<file path="src/sv/binaural_fir_downmix_assert.svh">
// ----------------------------------------------------------------------------
// binaural_fir_downmix assertion macros
// Shared wrappers for the concurrent checks of the binaural downmix block.
// ----------------------------------------------------------------------------
`ifndef BINAURAL_FIR_DOWNMIX_ASSERT_SVH
`define BINAURAL_FIR_DOWNMIX_ASSERT_SVH

// Check a condition in the same cycle as its trigger
`define BFD_ASSERT_SAME(label, clk, rstn, ante, cons, msg) \
    label: assert property (@(posedge clk) disable iff (!rstn) (ante) |-> (cons)) \
        else $error(msg);

// Check a condition in the cycle after its trigger
`define BFD_ASSERT_NEXT(label, clk, rstn, ante, cons, msg) \
    label: assert property (@(posedge clk) disable iff (!rstn) (ante) |=> (cons)) \
        else $error(msg);

`endif

</file>
<file path="src/sv/bfd_pkg.sv">
// ----------------------------------------------------------------------------
// bfd_pkg
// Types and fixed constants of the binaural FIR downmix block.
// ----------------------------------------------------------------------------
package bfd_pkg;

    localparam int SAMPLE_BITS = 24;
    localparam int PROD_BITS   = 2 * SAMPLE_BITS;
    localparam int ACC_BITS    = ((2 * SAMPLE_BITS + 8) > 62) ? 62 : (2 * SAMPLE_BITS + 8);
    localparam int CMD_BITS    = 2;
    localparam int SPK_BITS    = 4;
    localparam int TAP_BITS    = 7;

    // Command codes of an input word
    typedef enum logic [CMD_BITS-1:0] {
        CMD_SAMPLE = 2'd0,
        CMD_LOAD   = 2'd1,
        CMD_CLEAR  = 2'd2
    } cmd_t;

    // Sequencer states
    typedef enum logic [2:0] {
        ST_IDLE,
        ST_MAC,
        ST_DRAIN,
        ST_STORE,
        ST_EMIT
    } state_t;

    // Input word
    typedef struct packed {
        logic [CMD_BITS-1:0]           cmd;
        logic [SPK_BITS-1:0]           speaker;
        logic signed [SAMPLE_BITS-1:0] sample;
        logic                          speaker_active;
        logic                          last_speaker;
        logic [TAP_BITS-1:0]           tap;
        logic signed [SAMPLE_BITS-1:0] coef_left;
        logic signed [SAMPLE_BITS-1:0] coef_right;
    } in_t;

    // Result word
    typedef struct packed {
        logic signed [SAMPLE_BITS-1:0] left_out;
        logic signed [SAMPLE_BITS-1:0] right_out;
        logic                          clipped;
    } out_t;

    // Control from the sequencer to the MAC unit
    typedef struct packed {
        logic vld;
        logic clr;
    } mac_ctrl_t;

endpackage

</file>
<file path="src/sv/bfd_mac.sv">
// ----------------------------------------------------------------------------
// bfd_mac
// Dual multiply-accumulate unit: one registered product per ear, saturating
// accumulation into the frame accumulators, and round/saturate to output.
// ----------------------------------------------------------------------------
module bfd_mac (
    input  logic                                    aclk,
    input  logic                                    aresetn,
    input  bfd_pkg::mac_ctrl_t                      ctrl,
    input  logic signed [bfd_pkg::SAMPLE_BITS-1:0]  sig,
    input  logic signed [bfd_pkg::SAMPLE_BITS-1:0]  coef_l,
    input  logic signed [bfd_pkg::SAMPLE_BITS-1:0]  coef_r,
    output logic                                    busy,
    output bfd_pkg::out_t                           res
);
    import bfd_pkg::*;

    localparam logic [ACC_BITS:0] HALF = (ACC_BITS + 1)'(1) << (SAMPLE_BITS - 2);

    logic signed [PROD_BITS-1:0] prod_l_reg, prod_r_reg;
    logic                        prod_vld_reg;
    logic signed [ACC_BITS-1:0]  acc_l_reg, acc_r_reg;
    logic signed [ACC_BITS-1:0]  acc_l_next, acc_r_next;
    logic [SAMPLE_BITS:0]        fin_l, fin_r;

    // Add a product to an accumulator, clamping to the accumulator range
    function automatic logic signed [ACC_BITS-1:0] sat_add(
        input logic signed [ACC_BITS-1:0]  a,
        input logic signed [PROD_BITS-1:0] p
    );
        logic [ACC_BITS:0] s;
        s = {a[ACC_BITS-1], a} + {{(ACC_BITS + 1 - PROD_BITS){p[PROD_BITS-1]}}, p};
        if (s[ACC_BITS] != s[ACC_BITS-1]) begin
            return s[ACC_BITS] ? {1'b1, {(ACC_BITS - 1){1'b0}}}
                               : {1'b0, {(ACC_BITS - 1){1'b1}}};
        end
        return s[ACC_BITS-1:0];
    endfunction

    // Round half up, drop the fraction, saturate; clip flag in the top bit
    function automatic logic [SAMPLE_BITS:0] finish(
        input logic signed [ACC_BITS-1:0] a
    );
        logic [ACC_BITS:0] v;
        logic [ACC_BITS-2*SAMPLE_BITS+2:0] top;
        v   = {a[ACC_BITS-1], a} + HALF;
        top = v[ACC_BITS:2*SAMPLE_BITS-2];
        if (!(&top) && (|top)) begin
            return {1'b1, v[ACC_BITS] ? {1'b1, {(SAMPLE_BITS - 1){1'b0}}}
                                      : {1'b0, {(SAMPLE_BITS - 1){1'b1}}}};
        end
        return {1'b0, v[2*SAMPLE_BITS-2:SAMPLE_BITS-1]};
    endfunction

    // Register the products
    always_ff @(posedge aclk) begin
        prod_l_reg <= sig * coef_l;
        prod_r_reg <= sig * coef_r;
    end

    always_ff @(posedge aclk) begin
        if (!aresetn) begin
            prod_vld_reg <= 1'b0;
        end else begin
            prod_vld_reg <= ctrl.vld;
        end
    end

    // Accumulate, or drop the frame once it has been emitted
    always_comb begin
        acc_l_next = acc_l_reg;
        acc_r_next = acc_r_reg;
        if (ctrl.clr) begin
            acc_l_next = '0;
            acc_r_next = '0;
        end else if (prod_vld_reg) begin
            acc_l_next = sat_add(acc_l_reg, prod_l_reg);
            acc_r_next = sat_add(acc_r_reg, prod_r_reg);
        end
    end

    always_ff @(posedge aclk) begin
        if (!aresetn) begin
            acc_l_reg <= '0;
            acc_r_reg <= '0;
        end else begin
            acc_l_reg <= acc_l_next;
            acc_r_reg <= acc_r_next;
        end
    end

    // Finish both ears
    always_comb begin
        fin_l         = finish(acc_l_reg);
        fin_r         = finish(acc_r_reg);
        res.left_out  = fin_l[SAMPLE_BITS-1:0];
        res.right_out = fin_r[SAMPLE_BITS-1:0];
        res.clipped   = fin_l[SAMPLE_BITS] | fin_r[SAMPLE_BITS];
    end

    assign busy = prod_vld_reg;

endmodule

</file>
<file path="config.mk">
export PLATFORM = sky130hd
export DESIGN_NAME = bfd_mac
export DESIGN_NICKNAME = d
export VERILOG_FILES = /design/src/sv/binaural_fir_downmix_assert.svh /design/src/sv/bfd_pkg.sv /design/src/sv/bfd_mac.sv
export SDC_FILE = /design/constraint.sdc
export NUM_CORES = 2
export LEC_CHECK = 0
export BUFFER_PORTS_ARGS = -buffer_cell sky130_fd_sc_hd__buf_4
export CORE_MARGIN = 4
export CORE_UTILIZATION = 43
export DETAILED_ROUTE_END_ITERATION = 7
export PLACE_DENSITY = 0.65
export SLEW_MARGIN = 0
export SYNTH_ARGS = -nofsm -noshare
export SYNTH_HDL_FRONTEND = slang
export SYNTH_SLANG_ARGS = --single-unit
</file>
<file path="constraint.sdc">
create_clock -name aclk -period 18.9 [get_ports aclk]
set_input_delay 0.945 -clock aclk [delete_from_list [all_inputs] [get_ports aclk]]
set_output_delay 0.945 -clock aclk [all_outputs]
set_load 0.1 [all_outputs]
</file>
==> results.toml <==
[global_route]
grtUsageMet3_pct = 2.20
use_met2_pct = 34.7
grt_pass1_wl_um = 234000
grt_pass1_vias = 44900
grt_max_degree = 109
antenna_found_initial = 12
grt_remaining_overflow = 0
grt.busiest_layer = "met2"
grt_util_all_layers_pct = 20.9
grtUsageMet1_pct = 29.7

[timing]
slew_headroom_pct = 24.5
max_slew.worst_pin.slew_ns = 1.13
hold_viol = 0
setup_violations = 0
slew_violations = 0
holdWs_ns = 0.507
fin_skew_ns = 0.0131
fin_crit_ns = 8.44
fin_crit_sh_pct = 44.7
fin_setup_tns_ns = 0
max_freq_mhz = 118
rsz0062_at_grt = "false"

[floorplanning]
initial_utilization_pct = 43.3
io_pins = 126
rows = 132
die_w_um = 369
fp.coreArea_sq_um = 129000
die_h_um = 369
dieArea_sq_um = 136000

[yosys]
synth_ff_type = "dfxtp_1"
synth_cells = 6349
async_flop_share_pct = 0
seq_area_frac_synth_pct = 7.47
ys_ff_latch = 209
synth_cell_types = 94
netlist_area_sq_um = 56000
synth_enable_flop_cells = 0
ys_warn_count = 0
syn_nets = 8023
avgSynthCellArea_sq_um = 8.82

[clocking]
cts_buffer_depth = 3
post_cts.repair.setup_buffers = 0
postCtsHoldBufs = 0
htreeDepth = 1
cts.clk_slew.worst_paths_ns = 0.06
clk_latency_ns = 0.57
cts.repair.resized = 0
cts.sinks = 209
numCtsBuffers = 27
tritoncts = "built"
root_buffer = "clkbuf_16"

[critical_path]
worstPathArrival_ns = 8.87
start_kind = "input pin"
cp_max_fo = 48
critPathCaptureType = "flop"
crit_required_ns = 19.34
crit_type = "input pin to flop"

[placement]
dp_hpwl_um = 109000
gp_congestion = 0.890
dp.cells = 7910
io_buffer_count = 125

[routing]
firstDrtPassIters = 5
wire_per_inst_um = 17.3
drc_errors = 0
drt_iter0_drc = 2662
drt-vias-per-instance = 5.27
routed_wl_um = 138000
vias = 42000
ant_nets = 0

[final_layout]
nets = 7871
finalNonFillerCells = 7965
drive_above_1_share_pct = 3.65
syn_to_final_growth_pct = 5.29
fillers = 12700

[job]
maxCapViolCount = 0

[status]
status = "finished clean"

[min_path]
hold_class = "flop to flop"
## synthesized netlist by cell type, types with 4 or more instances
cell type | instances | area share (%)
xnor2_1 | 173 | 2.7
nand2b_1 | 29 | 0.32
o31a_1 | 4 | 0.063
nor2b_1 | 27 | 0.30
nor3_1 | 43 | 0.38
a31oi_1 | 29 | 0.32
a21o_1 | 98 | 1.3
or2_2 | 12 | 0.13
buf_2 | 21 | 0.19
nor2_1 | 195 | 1.3
and3_1 | 31 | 0.35
o21bai_1 | 22 | 0.29
o31ai_1 | 10 | 0.13
or3_1 | 12 | 0.13
nand2_1 | 761 | 5.1
o22ai_1 | 4 | 0.045
or4_1 | 6 | 0.080
a21oi_1 | 328 | 2.9
and4_1 | 11 | 0.17
mux2i_1 | 25 | 0.45
nor4_1 | 10 | 0.11
o21a_1 | 19 | 0.25
dfxtp_1 | 209 | 7.5
o211ai_1 | 15 | 0.20
a22oi_1 | 4 | 0.054
clkbuf_1 | 286 | 1.9
o21ai_1 | 6 | 0.054
o221ai_1 | 5 | 0.078
nand3_1 | 81 | 0.72
a2111oi_0 | 6 | 0.094
xor2_1 | 89 | 1.4
a41o_1 | 5 | 0.089
a211oi_1 | 16 | 0.21
a221o_1 | 5 | 0.089
ha_1 | 382 | 8.5
and2_1 | 559 | 6.2
o211a_1 | 5 | 0.089
nand4_1 | 36 | 0.40
nor3b_1 | 5 | 0.067
a21boi_0 | 5 | 0.067
buf_4 | 5 | 0.067
fa_1 | 1216 | 43
o21ai_0 | 220 | 2.0
inv_1 | 1246 | 8.3
## final cells by class
cell class / count / area (sq um) / share of cell area [%]
diodes: 6 / 15.0 / 0.0255
clock buffers: 34 / 772 / 1.31
clock inverters: 15 / 181 / 0.308
inverters: 1249 / 4690 / 7.95
multi-input cells: 4578 / 46000 / 77.9
flip-flops and latches: 209 / 4190 / 7.10
well taps: 1742 / 2180 / 3.70
repair buffers: 132 / 991 / 1.68
## kinds of logic after synthesis
kind of cell / after synthesis / share of synthesized area [%]
simple gates: 1830 / 16.0
compound gates: 860 / 9.36
flops: 209 / 7.47
mux: 27 / 0.487
buf+inv: 1562 / 10.5
xor+xnor: 262 / 4.10
fa+ha+maj: 1599 / 52.0
## routing by layer
| layer | share of wire [%] | up-vias |
|---|---|---|
| met2 | 48 | 1062 |
| li1 | - | 19100 |
| met3 | 5.3 | 182 |
| met1 | 45 | 21600 |
| met4 | 2.3 | 4 |
| met5 | 0.025 | - |
## through the flow
step	worst slack, ns	util (%)	cell area [sq um]
finish	10.46	45.6	59000
global route	10.14	45.5	59000
CTS	10.69	45.5	59000
detailed placement	10.09	44.8	58000
global placement	10.25	44.8	58000
floorplan	10.92	-	56000
## worst max-delay path, stage by stage
cell       delay, ns
buf_4           0.42
nand2_1         0.16
inv_1           0.15
fa_1            0.56
fa_1            0.54
inv_1           0.06
fa_1            0.50
fa_1            0.51
inv_1           0.05
fa_1            0.49
fa_1            0.49
inv_1           0.05
fa_1            0.48
inv_1           0.04
ha_1            0.40
nand2_1         0.12
nor2_1          0.19
nand4_1         0.21
a2111oi_0       0.90
o31ai_1         0.30
o21ai_0         0.59
a31oi_1         0.25
o21bai_1        0.18
a21oi_1         0.09
xnor2_1         0.14
## cells in the final DEF, fill, tap and decap left out, types with 7 or more instances in the layout
| master | n |
|---|---|
| and3_1 | 31 |
| nor2_1 | 195 |
| or2_2 | 12 |
| or3_1 | 12 |
| clkbuf_16 | 27 |
| a31oi_1 | 29 |
| mux2i_1 | 24 |
| a211oi_1 | 16 |
| xnor2_1 | 173 |
| nand2_1 | 761 |
| o21ai_0 | 220 |
| nor2b_1 | 26 |
| nand4_1 | 36 |
| a21o_1 | 98 |
| clkbuf_8 | 7 |
| nand2b_1 | 29 |
| ha_1 | 382 |
| o21a_1 | 19 |
| buf_4 | 132 |
| nand3_1 | 81 |
| and2_1 | 559 |
| and4_1 | 11 |
| o21bai_1 | 22 |
| o31ai_1 | 10 |
| inv_1 | 1246 |
| a21oi_1 | 328 |
| nor4_1 | 10 |
| dfxtp_1 | 208 |
| nor3_1 | 43 |
| xor2_1 | 89 |
| o211ai_1 | 15 |
| fa_1 | 1216 |
## final timing paths
check / slack [ns] / start / cells after the start / to
worst min register to register: 0.51 / acc_r_reg[12] / 2 / acc_r_reg[12]
worst max-delay path: 10.46 / sig[23] / 25 / prod_l_reg[39]
worst max register to register: 14.07 / acc_l_reg[24] / 13 / acc_l_reg[1]
worst min-delay path: 0.51 / acc_r_reg[12] / 2 / acc_r_reg[12]
Power is left out: the tool's default activity adds up to more than one toggle a clock period on the data nets, which glitch-free logic cannot reach.
